`src/design/fetoc_pkg.sv`:
```
// ----------------------------------------------------------------------------
// Free extent table package
// Shared types, codes and default sizes of the free extent table.
// ----------------------------------------------------------------------------
package fetoc_pkg;

   localparam int DEFAULT_MAX_FILES   = 16;
   localparam int DEFAULT_MAX_EXTENTS = 64;

   localparam int KEY_W    = 56;
   localparam int OFFSET_W = 31;
   localparam int ENTRY_W  = 2 * OFFSET_W;
   localparam int FILES_W  = 5;
   localparam int TOTAL_W  = 11;

   typedef enum logic [1:0] {
      OP_CHECK  = 2'd0,
      OP_INSERT = 2'd1,
      OP_DELETE = 2'd2
   } op_type;

   typedef enum logic [2:0] {
      ST_OK         = 3'd0,
      ST_DUP        = 3'd1,
      ST_OVERLAP    = 3'd2,
      ST_NOT_FOUND  = 3'd3,
      ST_FILES_FULL = 3'd4,
      ST_LIST_FULL  = 3'd5
   } status_type;

   typedef enum logic [3:0] {
      CMD_NONE,
      CMD_LOAD,
      CMD_SCAN,
      CMD_SETUP,
      CMD_RD_FIRST,
      CMD_RD_LAST,
      CMD_RD_MID,
      CMD_RD_POS,
      CMD_BS_STEP,
      CMD_K_POS,
      CMD_UP_RD,
      CMD_UP_WR,
      CMD_DN_RD,
      CMD_DN_WR,
      CMD_INS,
      CMD_DEL
   } dp_op_type;

   typedef struct packed {
      dp_op_type  op;
      logic       result;
      status_type code;
   } dp_cmd_type;

   typedef struct packed {
      logic [1:0] op;
      logic       scan_done;
      logic       hit;
      logic       free_ok;
      logic       count_zero;
      logic       list_full;
      logic       lo_lt_hi;
      logic       pos_lt_n;
      logic       k_gt_pos;
      logic       k1_lt_n;
      logic       e_le_st;
      logic       s_ge_end;
      logic       s_lt_st;
      logic       s_eq_st;
      logic       len_eq;
      logic       st_lt_e;
      logic       s_lt_end;
   } dp_status_type;

endpackage

```
`src/design/fetoc_controller.sv`:
```
// ----------------------------------------------------------------------------
// Free extent table controller
// Sequences key scan, binary search, shifting and the response handshake.
// ----------------------------------------------------------------------------
module fetoc_controller import fetoc_pkg::*; (
   input  logic          clock,
   input  logic          reset,
   input  logic          req_valid,
   output logic          req_ready,
   output logic          rsp_valid,
   input  logic          rsp_ready,
   output dp_cmd_type    cmd,
   input  dp_status_type stat
);

   typedef enum logic [4:0] {
      S_IDLE, S_SCAN, S_SETUP, S_DECIDE, S_EV_FIRST, S_RD_LAST, S_EV_LAST,
      S_CK_RD, S_CK_EV, S_BS_RD, S_BS_EV, S_BS_END, S_POS_EV,
      S_UP_RD, S_UP_WR, S_INS, S_DN_RD, S_DN_WR, S_DEL, S_FINISH
   } state_type;

   state_type  state_ff, state_in;
   status_type code_ff, code_in;
   logic       rsp_valid_ff, rsp_valid_in;

   always_comb begin
      state_in     = state_ff;
      code_in      = code_ff;
      rsp_valid_in = rsp_valid_ff && !rsp_ready;
      cmd.op       = CMD_NONE;
      cmd.result   = 1'b0;
      cmd.code     = code_ff;
      req_ready    = 1'b0;
      unique case (state_ff)
         S_IDLE: begin
            req_ready = 1'b1;
            if (req_valid) begin
               cmd.op   = CMD_LOAD;
               state_in = S_SCAN;
            end
         end
         S_SCAN: begin
            if (stat.scan_done) begin
               state_in = S_SETUP;
            end else begin
               cmd.op = CMD_SCAN;
            end
         end
         S_SETUP: begin
            cmd.op   = CMD_SETUP;
            state_in = S_DECIDE;
         end
         S_DECIDE: begin
            state_in = S_FINISH;
            code_in  = ST_OK;
            case (stat.op)
               OP_CHECK: begin
                  if (stat.hit && !stat.count_zero) begin
                     cmd.op   = CMD_RD_FIRST;
                     state_in = S_EV_FIRST;
                  end
               end
               OP_INSERT: begin
                  if (!stat.hit && !stat.free_ok) begin
                     code_in = ST_FILES_FULL;
                  end else if (stat.list_full) begin
                     code_in = ST_LIST_FULL;
                  end else begin
                     state_in = S_BS_RD;
                  end
               end
               OP_DELETE: begin
                  if (stat.hit) begin
                     state_in = S_BS_RD;
                  end else begin
                     code_in = ST_NOT_FOUND;
                  end
               end
               default: ;
            endcase
         end
         S_EV_FIRST: begin
            if (stat.e_le_st) begin
               code_in  = ST_OK;
               state_in = S_FINISH;
            end else begin
               state_in = S_RD_LAST;
            end
         end
         S_RD_LAST: begin
            cmd.op   = CMD_RD_LAST;
            state_in = S_EV_LAST;
         end
         S_EV_LAST: begin
            if (stat.s_ge_end) begin
               code_in  = ST_OK;
               state_in = S_FINISH;
            end else begin
               state_in = S_CK_RD;
            end
         end
         S_CK_RD: begin
            if (stat.lo_lt_hi) begin
               cmd.op   = CMD_RD_MID;
               state_in = S_CK_EV;
            end else begin
               code_in  = ST_OK;
               state_in = S_FINISH;
            end
         end
         S_CK_EV: begin
            if (stat.s_eq_st) begin
               code_in  = stat.len_eq ? ST_DUP : ST_OVERLAP;
               state_in = S_FINISH;
            end else if (stat.s_lt_st ? stat.st_lt_e : stat.s_lt_end) begin
               code_in  = ST_OVERLAP;
               state_in = S_FINISH;
            end else begin
               cmd.op   = CMD_BS_STEP;
               state_in = S_CK_RD;
            end
         end
         S_BS_RD: begin
            if (stat.lo_lt_hi) begin
               cmd.op   = CMD_RD_MID;
               state_in = S_BS_EV;
            end else begin
               state_in = S_BS_END;
            end
         end
         S_BS_EV: begin
            cmd.op   = CMD_BS_STEP;
            state_in = S_BS_RD;
         end
         S_BS_END: begin
            if (stat.pos_lt_n) begin
               cmd.op   = CMD_RD_POS;
               state_in = S_POS_EV;
            end else if (stat.op == OP_INSERT) begin
               state_in = S_UP_RD;
            end else begin
               code_in  = ST_NOT_FOUND;
               state_in = S_FINISH;
            end
         end
         S_POS_EV: begin
            if (stat.op == OP_INSERT) begin
               if (stat.s_eq_st) begin
                  code_in  = ST_DUP;
                  state_in = S_FINISH;
               end else begin
                  state_in = S_UP_RD;
               end
            end else if (stat.s_eq_st) begin
               cmd.op   = CMD_K_POS;
               state_in = S_DN_RD;
            end else begin
               code_in  = ST_NOT_FOUND;
               state_in = S_FINISH;
            end
         end
         S_UP_RD: begin
            if (stat.k_gt_pos) begin
               cmd.op   = CMD_UP_RD;
               state_in = S_UP_WR;
            end else begin
               state_in = S_INS;
            end
         end
         S_UP_WR: begin
            cmd.op   = CMD_UP_WR;
            state_in = S_UP_RD;
         end
         S_INS: begin
            cmd.op   = CMD_INS;
            code_in  = ST_OK;
            state_in = S_FINISH;
         end
         S_DN_RD: begin
            if (stat.k1_lt_n) begin
               cmd.op   = CMD_DN_RD;
               state_in = S_DN_WR;
            end else begin
               state_in = S_DEL;
            end
         end
         S_DN_WR: begin
            cmd.op   = CMD_DN_WR;
            state_in = S_DN_RD;
         end
         S_DEL: begin
            cmd.op   = CMD_DEL;
            code_in  = ST_OK;
            state_in = S_FINISH;
         end
         S_FINISH: begin
            if (!rsp_valid_ff || rsp_ready) begin
               cmd.result   = 1'b1;
               rsp_valid_in = 1'b1;
               state_in     = S_IDLE;
            end
         end
         default: state_in = S_IDLE;
      endcase
   end

   always_ff @(posedge clock) begin
      if (reset) begin
         state_ff     <= S_IDLE;
         code_ff      <= ST_OK;
         rsp_valid_ff <= 1'b0;
      end else begin
         state_ff     <= state_in;
         code_ff      <= code_in;
         rsp_valid_ff <= rsp_valid_in;
      end
   end

   assign rsp_valid = rsp_valid_ff;

endmodule

```
`config.mk`:
```
export PLATFORM = sky130hd
export DESIGN_NAME = fetoc_controller
export DESIGN_NICKNAME = d
export VERILOG_FILES = /design/src/design/fetoc_pkg.sv /design/src/design/fetoc_controller.sv
export SDC_FILE = /design/constraint.sdc
export NUM_CORES = 1
export LEC_CHECK = 0
export BUFFER_PORTS_ARGS = -buffer_cell sky130_fd_sc_hd__buf_2
export CAP_MARGIN = 10
export CELL_PAD_IN_SITES_DETAIL_PLACEMENT = 0
export CELL_PAD_IN_SITES_GLOBAL_PLACEMENT = 1
export CORE_AREA = 8 8 66 68
export CTS_BUF_LIST = sky130_fd_sc_hd__clkbuf_4 sky130_fd_sc_hd__clkbuf_8
export CTS_CLUSTER_DIAMETER = 60
export CTS_CLUSTER_SIZE = 10
export DETAILED_ROUTE_END_ITERATION = 8
export DIE_AREA = 0 0 74 76
export GPL_ROUTABILITY_DRIVEN = 0
export GPL_TIMING_DRIVEN = 0
export PLACE_DENSITY_LB_ADDON = 0.1
export SETUP_SLACK_MARGIN = 0.02
export SYNTH_ARGS = -nofsm -noshare
export SYNTH_HDL_FRONTEND = slang
export SYNTH_SLANG_ARGS = --single-unit
```
`constraint.sdc`:
```
create_clock -name clock -period 3.5 [get_ports clock]
set_clock_uncertainty 0.1 [all_clocks]
set_input_delay 0.525 -clock clock [delete_from_list [all_inputs] [get_ports clock]]
set_output_delay 0.525 -clock clock [all_outputs]
set_load 0.02 [all_outputs]
```
Word-level counts from Yosys, hierarchy flattened:

Index checks and enable logic that the tools add are counted.
W data, S select, Z words.

* register bits after elaboration: 9
* input bits: 22
* output and inout port bits: 10
* word-level logic and storage cells: 108

* equality and inequality tests: 32
* muxes and demuxes: 57
* reductions and logical operators: 16

Operators by type and width (count)
* $pmux W5 S19: 1
* $mux W5: 16
* $pmux W4 S16: 1
* $mux W3: 16
* $eq A5 B4 Y1 const B: 8
* $mux W4: 6
* $pmux W3 S8: 1
* $eq A5 B3 Y1 const B: 4
* $eq A5 B5 Y1 const B: 4
* $ne A2 B2 Y1 const B: 8
* $pmux W5 S3: 1
* $eq A5 B2 Y1 const B: 2
* $mux W2: 5
* $mux W1: 9
* $ne A3 B3 Y1 const B: 3
* $reduce_and A9 Y1: 1
* $reduce_bool A8 Y1: 1
* $pmux W3 S2: 1
* $eq A5 B1 Y1 const B: 1
* $logic_not A1 Y1: 5
* $logic_not A5 Y1: 1
* $reduce_or A2 Y1: 2
* $logic_and A1 B1 Y1: 3
* $reduce_and A3 Y1: 1
* 4 further kinds: 4

Depth between registers and ports, before layout:

Gate-level depths: netlist of the first run.

* word-level depth: 5
* gate-level depth with buffers: 8
* gate-level depth less buffers: 8

Worst setup path before layout of the first run:

No wires, ideal clock.

* path type: input to output
* start: in stat[17] in the netlist's numbering
* end: out cmd[7] in the netlist's numbering
* arrival: 1.704 ns
* required time: 2.875 ns
* slack: 1.171 ns
* stages: 8
* buffers on the path: 0
* cells stage by stage: inv_1 > ha_1 > inv_1 > ha_1 > a22o_1 > nand2_1 > o21ai_0 > a21o_1

RTL lines
* start, declared: RTL line fetoc_controller.sv:13 `input dp_status_type stat`
* end, declared: RTL line fetoc_controller.sv:12 `output dp_cmd_type cmd,`

==> results_dict.tcl, run 1 <==
set metrics [dict create \
    status "finished clean" \
    die_area_um2 5624 \
    finalHoldViolCount 0 \
    setup-violations-final 0 \
    async_flop_share_pct 0 \
    grt_busiest_layer "met2" \
    cp-start-kind "input pin" \
    grt_usage_pct 17.20 \
    worstPathMaxFanout 7 \
    cts_tree "done" \
    synth_ff_type "dfxtp_1" \
    vias 1623 \
    cts-root-buf "clkbuf_4" \
    rsz0062_at_grt "no" \
    synth_seq_cells 9 \
    syn-num-nets 222 \
    cts.sinks 9 \
    slew_headroom_pct 64.72 \
    met1_usage_pct 22.51 \
    start_util_pct 39.31 \
    use_met3_pct 3.421 \
    powerDensity_nw_per_um2 330.1 \
    hpwl_um 3899 \
    timing.final.crit_share_pct 78.29 \
    period_minus_slack_ps 2740 \
    postSynthCellCount 192 \
    hp-class "reg -> reg" \
    irDropWorstVdd_uv 216.8 \
    grt_pass1_wl_um 7907 \
    grt_overflow_total 0 \
    areaGrowthSynthToFinish_pct 17.76 \
    path_class "in -> out" \
    die_h_um 76 \
    clock.fmax_mhz 365.0 \
    die_w_um 74 \
    synth-xor-area-share_pct 0.6475 \
    rows 22 \
    num_io_pins 32 \
    first_iter_violations 337 \
    antenna_found_initial 0 \
    clockBufferDepth 2 \
    grt_max_degree 11 \
    layout.nets 257 \
    antennaDiodeCount 0 \
    dr.pass1.iters 4 \
    worstPathRequired_ps 2870 \
    setup_tns_ps 0 \
    post_cts_buffers 0 \
    synth_top_family_by_area "compound AO/OA/AOI/OAI gates" \
    fin_area_um2 1593 \
    clk_latency_ps 250 \
    synth_compound_area_share_pct 34.51 \
    multiInputGateArea_um2 1065 \
    syn_area_um2 1353 \
    fin_util_pct 46.29 \
    use_met2_pct 27.46 \
    htreeDepth 1 \
    worstPathArrival_ps 2120 \
    syn_avg_cell_area_um2 7.045 \
    post_drt_via_cell_ratio 5.923 \
    placed_cell_area_um2 1563 \
    post_cts_resized 0 \
    yosys_warnings 0 \
    numPortBuffers 30 \
    cts_made_buffers 3 \
    tightest_slew_ps 529.2 \
    n_fill_cell 379 \
    drcViolationCount 0 \
    p_leak_nw 0.6746 \
    hold_buffers 0 \
    wirelength_um 4760 \
    synth_mux_area_share_pct 3.885 \
    regArea_um2 180.2 \
    yosysSeqAreaShare_pct 13.32 \
    drive_above_1_share_pct 21.68 \
    core_area_um2 3441 \
    clkTransAtPathRegs_ps 60 \
    maxCapViolations 0 \
    wire_per_inst_um 17.37 \
    grt_pass1_vias 1578 \
    synthSimpleGateAreaFrac_pct 32.28 \
    synth_edf_count 0 \
    synth_cell_types 55 \
    slew_viol_final 0 \
    worstSetupEndpointType "output port" \
    ant_nets 0 \
    yosys.area_share.adder_pct 7.401 \
]
==> cell usage after synthesis (all sizes together), types with 2 or more instances <==
cell,instances,area (µm²)
o21a,3,22.52
a21oi,11,55.05
clkbuf,3,11.26
a21boi,2,15.01
or2,2,12.51
nand2b,6,37.54
nor2b,6,37.54
o32ai,2,17.52
a21o,2,15.01
nand3b,2,15.01
o2bb2ai,2,17.52
a221o,3,30.03
o211ai,3,22.52
a211oi,4,30.03
buf,10,66.31
nor3,5,30.03
mux2,2,22.52
and3,3,23.77
nand4,2,12.51
inv,8,30.03
dfxtp,9,180.2
or4b,2,20.02
o21ai,9,45.04
o31ai,4,30.03
mux2i,3,30.03
nand2,19,71.32
ha,8,100.1
a31oi,6,37.54
o22ai,5,31.28
nand3,7,35.03
nor4,2,12.51
nor2,20,75.07
==> cell type report <==
cell class                      count  area share, %
Buffer                             13          4.870
Clock buffer                        4          1.885
Inverter                            8          1.885
Multi-Input combinational cell    162          66.85
Sequential cell                     9          11.31
Tap cell                           48          3.771
Timing Repair Buffer               30          9.427
==> cells in the final DEF, fill, tap and decap left out, drive strengths merged, types with 2 or more instances in the layout <==
cell      n
buf      40
nor2     20
nand2    19
a21oi    11
dfxtp     9
o21ai     9
inv       8
ha        8
nand3     7
clkbuf    7
nand2b    6
nor2b     6
a31oi     6
o22ai     5
nor3      5
o31ai     4
a211oi    4
o211ai    3
a221o     3
mux2i     3
o21a      3
and3      3
or2       2
a21boi    2
a21o      2
o2bb2ai   2
or4b      2
nand3b    2
nand4     2
o32ai     2
nor4      2
mux2      2
==> final timing paths <==
kind | slack, ps | from | cells after the start | endpoint
min reg2reg | 350 | code_ff[2] | 2 | code_ff[2]
max | 760 | stat[17] | 10 | cmd[7]
min | 350 | code_ff[2] | 2 | code_ff[2]
max reg2reg | 1550 | state_ff[1] | 7 | state_ff[0]
==> per-stage QoR <==
| stage | setup slack, ps | std cells | total power [W] | hold slack, ps |
|---|---|---|---|---|
| 2_1_floorplan | 1171 | 192 | 0.0003437 | 426.8 |
| 6_report | 760.0 | 274 | 0.0005259 | 354.8 |
| 4_1_cts | 757.6 | 274 | 0.0005242 | 357.9 |
| 3_3_place_gp | 807.2 | 270 | 0.0004347 | 338.8 |
| 5_1_grt | 642.4 | 274 | 0.0005642 | 391.1 |
| 3_5_place_dp | 753.1 | 270 | 0.0004372 | 349.6 |
==> registers in the layout, indices dropped and copies added, names as in the netlist <==
signal / flops
state_ff: 5
code_ff: 3
rsp_valid: 1
==> per-layer routing <==
metal | routed length [µm] | share of wire, %
met1 | 2131 | 45
met2 | 2245 | 47
met4 | 76 | 1.6
met3 | 307 | 6.4
met5 | 0 | 0
==> cells by family after synthesis <==
logic type	Yosys count
AOI/OAI and AO/OA	66
muxes	5
xor gates and xnor gates	1
DFF	9
buffers and inverters	21
adders and majority gates	8
and+or+nand+nor	82
==> power breakdown <==
part	switching, W	internal [W]
Clock	0.0000344	0.0000516
Combinational	0.000195	0.000119
Sequential	0.0000147	0.000111
Total	0.000244	0.000282
==> critical path, cell delays in order <==
cell and delay (ps):
buf_2 120, inv_1 70, ha_1 290, inv_1 130, ha_1 250, a22o_1 240
nand2_1 60, o21ai_0 90, a21o_1 190, buf_2 150
No activity file was read; power rests on OpenSTA's default activity.
==> inputs of run 2 (changes only) <==
--- a/config.mk
+++ b/config.mk
@@ -5,16 +5,17 @@
 export SDC_FILE = /design/constraint.sdc
 export NUM_CORES = 1
 export LEC_CHECK = 0
+export ABC_AREA = 1
 export BUFFER_PORTS_ARGS = -buffer_cell sky130_fd_sc_hd__buf_2
 export CAP_MARGIN = 10
 export CELL_PAD_IN_SITES_DETAIL_PLACEMENT = 0
 export CELL_PAD_IN_SITES_GLOBAL_PLACEMENT = 1
-export CORE_AREA = 8 8 66 68
+export CORE_AREA = 8 8 69 71
 export CTS_BUF_LIST = sky130_fd_sc_hd__clkbuf_4 sky130_fd_sc_hd__clkbuf_8
 export CTS_CLUSTER_DIAMETER = 60
 export CTS_CLUSTER_SIZE = 10
 export DETAILED_ROUTE_END_ITERATION = 8
-export DIE_AREA = 0 0 74 76
+export DIE_AREA = 0 0 77 79
 export GPL_ROUTABILITY_DRIVEN = 0
 export GPL_TIMING_DRIVEN = 0
 export PLACE_DENSITY_LB_ADDON = 0.1
==> constraint.sdc (replaced) <==
create_clock -name clock -period 2.85 [get_ports clock]
set_clock_uncertainty 0.1 [all_clocks]
set_input_delay 0.4275 -clock clock [delete_from_list [all_inputs] [get_ports clock]]
set_output_delay 0.4275 -clock clock [all_outputs]
set_load 0.02 [all_outputs]
==> run 2 against run 1 <==
Net effect: sequential share of layout area about the same; synthesized cell count grew 23%; cell count increased by 18%; area after synthesis is 2.1% lower; flip-flop and latch count is the same; sequential power is 35% higher; hold slack better by 19 ps; combinational power grew 42%; critical endpoint is now cmd[6]; largest cell class unchanged.
==> results_dict.tcl, run 2 <==
set metrics [dict create \
    status "finished clean" \
    setup_tns_ps 0 \
    crit_top_cell "nand2_1" \
    tightest_slew_ps 443.8 \
    clockBufferDepth 2 \
    die_w_um 77 \
    crit_path_cell_trace "nor2_4 > nand2_1 > nor2_1 > nand2_1 > nor3b_1 > nand4_1 > buf_2" \
    start_util_pct 34.85 \
    path_buf_inv 1 \
    path_class "reg -> out" \
    grt_pass1_vias 1578 \
    synth_edf_count 0 \
    areaGrowthSynthToFinish_pct 20.13 \
    grt_pass1_wl_um 6893 \
    hp-class "in -> reg" \
    layout.nets 303 \
    cts_tree "done" \
    hold_buffers 0 \
    rows 23 \
    cts_made_buffers 3 \
    timing.rr.start "state_ff[3]" \
    crit_family "simple AND/OR/NAND/NOR gates" \
    holdPathStages 2 \
    yosysSeqAreaShare_pct 13.61 \
    clkTransAtPathRegs_ps 40 \
    syn_area_um2 1324 \
    r2r_cells 9 \
    clk_latency_ps 230 \
    syn-num-nets 267 \
    ant_nets 0 \
    grt_max_degree 9 \
    worstPathArrival_ps 1960 \
    dr.pass1.iters 4 \
    p_total_w 0.0007733 \
    antennaDiodeCount 0 \
    post_cts_resized 0 \
    r2r_slack_ps 1090 \
    finalHoldViolCount 0 \
    fin_area_um2 1590 \
    final_common_cell "nand2_1" \
    irDropWorstVdd_uv 171.7 \
    synthTopCellsByArea "nand2_1 (16%), dfxtp_1 (14%), nor2_1 (10%), inv_1 (9.6%), ha_1 (7.6%)" \
    synth_seq_cells 9 \
    synth_top_area_cell "nand2_1" \
    numPortBuffers 31 \
    fin_util_pct 41.86 \
    synth_ff_type "dfxtp_1" \
    vias 1521 \
    wirelength_um 4211 \
    worstSetupEndpointType "output port" \
    drcViolationCount 0 \
    num_io_pins 32 \
    slew_headroom_pct 70.24 \
    antenna_found_initial 0 \
    die_area_um2 6083 \
    rsz0062_at_grt "no" \
    grt_overflow_total 0 \
    htreeDepth 1 \
    wire_per_inst_um 13.08 \
    timing.final.crit_share_pct 87.23 \
    synth_common_cells "nand2_1 (58), nor2_1 (37), inv_1 (34), nand3_1 (16), nand4_1 (11)" \
    first_iter_violations 62 \
    clock.fmax_mhz 402.2 \
    period_minus_slack_ps 2486 \
    post_drt_via_cell_ratio 4.724 \
    largest_reg_flops 5 \
    cts.sinks 9 \
    postSynthCellCount 237 \
    cts-root-buf "clkbuf_8" \
    p_leak_nw 0.8766 \
    slowest_delay_ps 560 \
    hpwl_um 3592 \
    drive_above_1_share_pct 23.53 \
    post_cts_buffers 0 \
    maxCapViolations 0 \
    cp-start-kind "register" \
    most-common-layout-cells "nand2_1 (58), nor2_1 (37), inv_1 (34)" \
    holdPathEnd "state_ff[1]" \
    worstPathRequired_ps 2320 \
    setup-violations-final 0 \
    worstHoldStart "reset" \
    slew_viol_final 0 \
    slowest_stage "dfxtp_1" \
    yosys_warnings 0 \
    synth_most_common_cell "nand2_1" \
    syn_avg_cell_area_um2 5.586 \
    core_area_um2 3799 \
    synth_cell_types 28 \
    top_register "state_ff" \
    grt_usage_pct 13.86 \
    synth.top_cell.area_share_pct 16.45 \
    die_h_um 79 \
    powerDensity_nw_per_um2 486.3 \
    async_flop_share_pct 0 \
    reg2reg_to "code_ff[1]" \
    placed_cell_area_um2 1541 \
    worstPathMaxFanout 8 \
]
[run 2: worst max-delay path by stage]
stage,from,cells after the start,slack (ps),to
after floorplan,stat[17],8,850,cmd[4]
after global placement,stat[17],10,450,cmd[4]
after detailed placement,stat[17],10,460,cmd[4]
after CTS,state_ff[3],7,380,cmd[6]
after global routing,state_ff[3],7,240,cmd[6]
final,state_ff[3],7,360,cmd[6]
[run 2: cell type report]
class,count,area [µm²]
Buffer,2,12.51
Clock buffer,4,48.80
Multi-Input combinational cell,186,980.9
Inverter,40,150.1
Timing Repair Buffer,31,155.1
Fill cell,456,2208
Sequential cell,9,180.2
Tap cell,50,62.56
[run 2: worst reg2reg max path: stages, from the launching register on]
cell     delay, ps
dfxtp_1        560
nand2_2        200
inv_2          120
nand2_2         80
nand2_4        120
nor2_1          80
nand2_2         90
nand3_4        100
nor2_1         150
nor2_2          50
[run 2: cell families (layout without fill, tap and decap cells)]
family,Yosys count,after routing,synth area share (%)
buffers and inverters,42,77,12.29
DFF,9,9,13.61
AOI/OAI and AO/OA,24,24,10.11
and+or+nand+nor,154,154,56.43
adders and majority gates,8,8,7.562
[run 2: where the power goes]
part	internal (W)	total [W]	leakage, nW	switching, W
registers	0.000147	0.000170	0.0729	0.0000234
clock network	0.000107	0.000156	0.0262	0.0000494
logic	0.000145	0.000447	0.777	0.000302
[run 2: stage by stage]
step	setup WS (ps)	instances	hold slack, ps
final	363.9	322	373.9
after global routing	239.0	322	393.2
after CTS	381.2	322	361.1
after detailed placement	459.4	318	400.9
after global placement	450.3	318	397.4
after floorplan	852.3	237	396.6
[run 2: metal layers]
| metal | vias up | wire [µm] | track usage, % |
|---|---|---|---|
| li1 | 827 | - | - |
| met1 | 642 | 1976 | 16.17 |
| met2 | 44 | 1956 | 23.36 |
| met3 | 8 | 175 | 3.837 |
| met4 | 0 | 102 | 6.038 |
| met5 | - | 0 | 0 |
==> inputs of run 3 (changes only) <==
--- a/config.mk
+++ b/config.mk
@@ -7,15 +7,15 @@
 export LEC_CHECK = 0
 export ABC_AREA = 1
 export BUFFER_PORTS_ARGS = -buffer_cell sky130_fd_sc_hd__buf_2
-export CAP_MARGIN = 10
+export CAP_MARGIN = 20
 export CELL_PAD_IN_SITES_DETAIL_PLACEMENT = 0
 export CELL_PAD_IN_SITES_GLOBAL_PLACEMENT = 1
-export CORE_AREA = 8 8 69 71
+export CORE_AREA = 8 8 73 75
 export CTS_BUF_LIST = sky130_fd_sc_hd__clkbuf_4 sky130_fd_sc_hd__clkbuf_8
 export CTS_CLUSTER_DIAMETER = 60
 export CTS_CLUSTER_SIZE = 10
 export DETAILED_ROUTE_END_ITERATION = 8
-export DIE_AREA = 0 0 77 79
+export DIE_AREA = 0 0 81 83
 export GPL_ROUTABILITY_DRIVEN = 0
 export GPL_TIMING_DRIVEN = 0
 export PLACE_DENSITY_LB_ADDON = 0.1
==> constraint.sdc (replaced) <==
create_clock -name clock -period 2.1 [get_ports clock]
set_clock_uncertainty 0.1 [all_clocks]
set_input_delay 0.315 -clock clock [delete_from_list [all_inputs] [get_ports clock]]
set_output_delay 0.315 -clock clock [all_outputs]
set_load 0.02 [all_outputs]
==> run 3 against run 2 <==
Net effect: hold slack lost 130 ps; first-iteration DRC count fell by 9.7%; via count increased by 6.0%; count of clock-buffer cells in the layout stayed put; register-to-register slack lost 690 ps; worst setup slack got worse by 300 ps; flip-flop and latch count unchanged; critical path depth up 1; cell count is 4.0% higher; final area up 11%; global-route usage is 0.28 points lower; clock power rose by 36%.
==> results_dict.tcl, run 3 (same netlist as run 2, synthesis figures left out) <==
set metrics [dict create \
    die_h_um 83 \
    timing.rr.start "state_ff[1]" \
    final_common_cell "nand2_1" \
    cts-root-buf "clkbuf_8" \
    antenna_found_initial 0 \
    htreeDepth 1 \
    wirelength_um 4427 \
    reg2reg_to "code_ff[1]" \
    grt_overflow_total 0 \
    r2r_slack_ps 400 \
    cts.sinks 9 \
    cts_tree "done" \
    clkTransAtPathRegs_ps 50 \
    grt_pass1_wl_um 7500 \
    drive_above_1_share_pct 31.80 \
    finalHoldViolCount 0 \
    slew_headroom_pct 78.70 \
    clock.fmax_mhz 490.2 \
    placed_cell_area_um2 1544 \
    worstPathArrival_ps 1630 \
    endpoint "cmd[6]" \
    place_inst 320 \
    r2r_cells 9 \
    grt_usage_pct 13.58 \
    drcViolationCount 0 \
    top_register "state_ff" \
    rows 24 \
    maxCapViolations 0 \
    num_io_pins 32 \
    dr.pass1.iters 4 \
    worstPathMaxFanout 6 \
    hold_slack_ps 246.3 \
    most-common-layout-cells "nand2_1 (55), nor2_1 (34), inv_1 (33)" \
    path_class "reg -> out" \
    setup.worst_path.start "state_ff[2]" \
    largest_reg_flops 5 \
    holdPathStages 2 \
    fin_util_pct 42.08 \
    rsz0062_at_grt "yes" \
    slew_viol_final 0 \
    powerDensity_nw_per_um2 651.7 \
    period_minus_slack_ps 2040 \
    n_fill_cell 491 \
    grt_max_degree 9 \
    post_drt_via_cell_ratio 4.812 \
    fin_cells 335 \
    hpwl_um 3736 \
    timing.final.crit_share_pct 97.15 \
    wire_per_inst_um 13.21 \
    clockBufferDepth 2 \
    tightest_slew_ps 317.0 \
    grt_pass1_vias 1599 \
    p_leak_nw 0.9747 \
    cp-start-kind "register" \
    core_area_um2 4204 \
    die_w_um 81 \
    cts_made_buffers 3 \
    first_iter_violations 56 \
    hp-class "in -> reg" \
    fin_area_um2 1769 \
    worstPathRequired_ps 1680 \
    clk_latency_ps 230 \
    start_util_pct 31.49 \
    worstSetupEndpointType "output port" \
    layout.nets 314 \
    setup_tns_ps 0 \
    ant_nets 0 \
    antennaDiodeCount 0 \
    status "finished clean" \
    areaGrowthSynthToFinish_pct 33.65 \
    numPortBuffers 31 \
    vias 1612 \
    setup-violations-final 0 \
    die_area_um2 6723 \
    irDropWorstVdd_uv 231.1 \
]
## run 3: final cells by class
type,instances,area (µm²),area share [%]
inverters,40,152.6,8.628
repair buffers,42,242.7,13.72
well taps,52,65.06,3.678
clock buffers,4,48.80,2.758
flip-flops and latches,9,188.9,10.68
multi-input cells,186,1049,59.26
plain buffers,2,22.52,1.273
## run 3: metal layers
| metal | routed length, µm | global-route usage (%) | vias to the layer above | share of wire [%] |
|---|---|---|---|---|
| met2 | 2108 | 22.70 | 37 | 48 |
| met1 | 2042 | 17.01 | 717 | 46 |
| met5 | 0 | 0 | - | 0 |
| met3 | 230 | 3.017 | 4 | 5.2 |
| met4 | 45 | 2.927 | 0 | 1.0 |
| li1 | - | - | 854 | - |
## run 3: worst min-delay path by stage
| stage | endpoint | startpoint | slack, ps |
|---|---|---|---|
| 2_1_floorplan | state_ff[0] | reset | 280 |
| 3_3_place_gp | code_ff[0] | code_ff[0] | 400 |
| 3_5_place_dp | code_ff[2] | code_ff[2] | 410 |
| 4_1_cts | state_ff[0] | reset | 250 |
| 5_1_grt | state_ff[0] | reset | 250 |
| 6_report | state_ff[1] | reset | 250 |
## run 3: repair_timing
item | in CTS | in global routing
pin swaps | 2 | 6
hold buffers | 0 | 0
setup buffers | 3 | 8
resized for setup | 12 | 16
setup endpoints to repair | 4 | 4
hold endpoints to repair | 0 | 0
## run 3: worst max-delay path: stages (launching register included)
cell     delay, ps
dfxtp_1        320
buf_6          130
nor2_4          50
buf_4          150
nand3_2        100
nand2_4         90
nor3b_4        220
nand4_1        140
buf_4          180
## run 3: power breakdown
part	total, W	leakage [nW]	switching [W]	internal (W)
Sequential	0.000258	0.0748	0.0000483	0.000210
Clock	0.000212	0.0262	0.0000667	0.000145
Combinational	0.000683	0.874	0.000436	0.000247
## run 3: through the flow
step / worst slack, ps / total power [W]
after floorplan: 327.3 / 0.0006726
after global placement: -171.9 / 0.0008586
after detailed placement: -122.3 / 0.0008496
after CTS: 6.730 / 0.001098
after global routing: 0.1221 / 0.001265
final: 59.86 / 0.001153
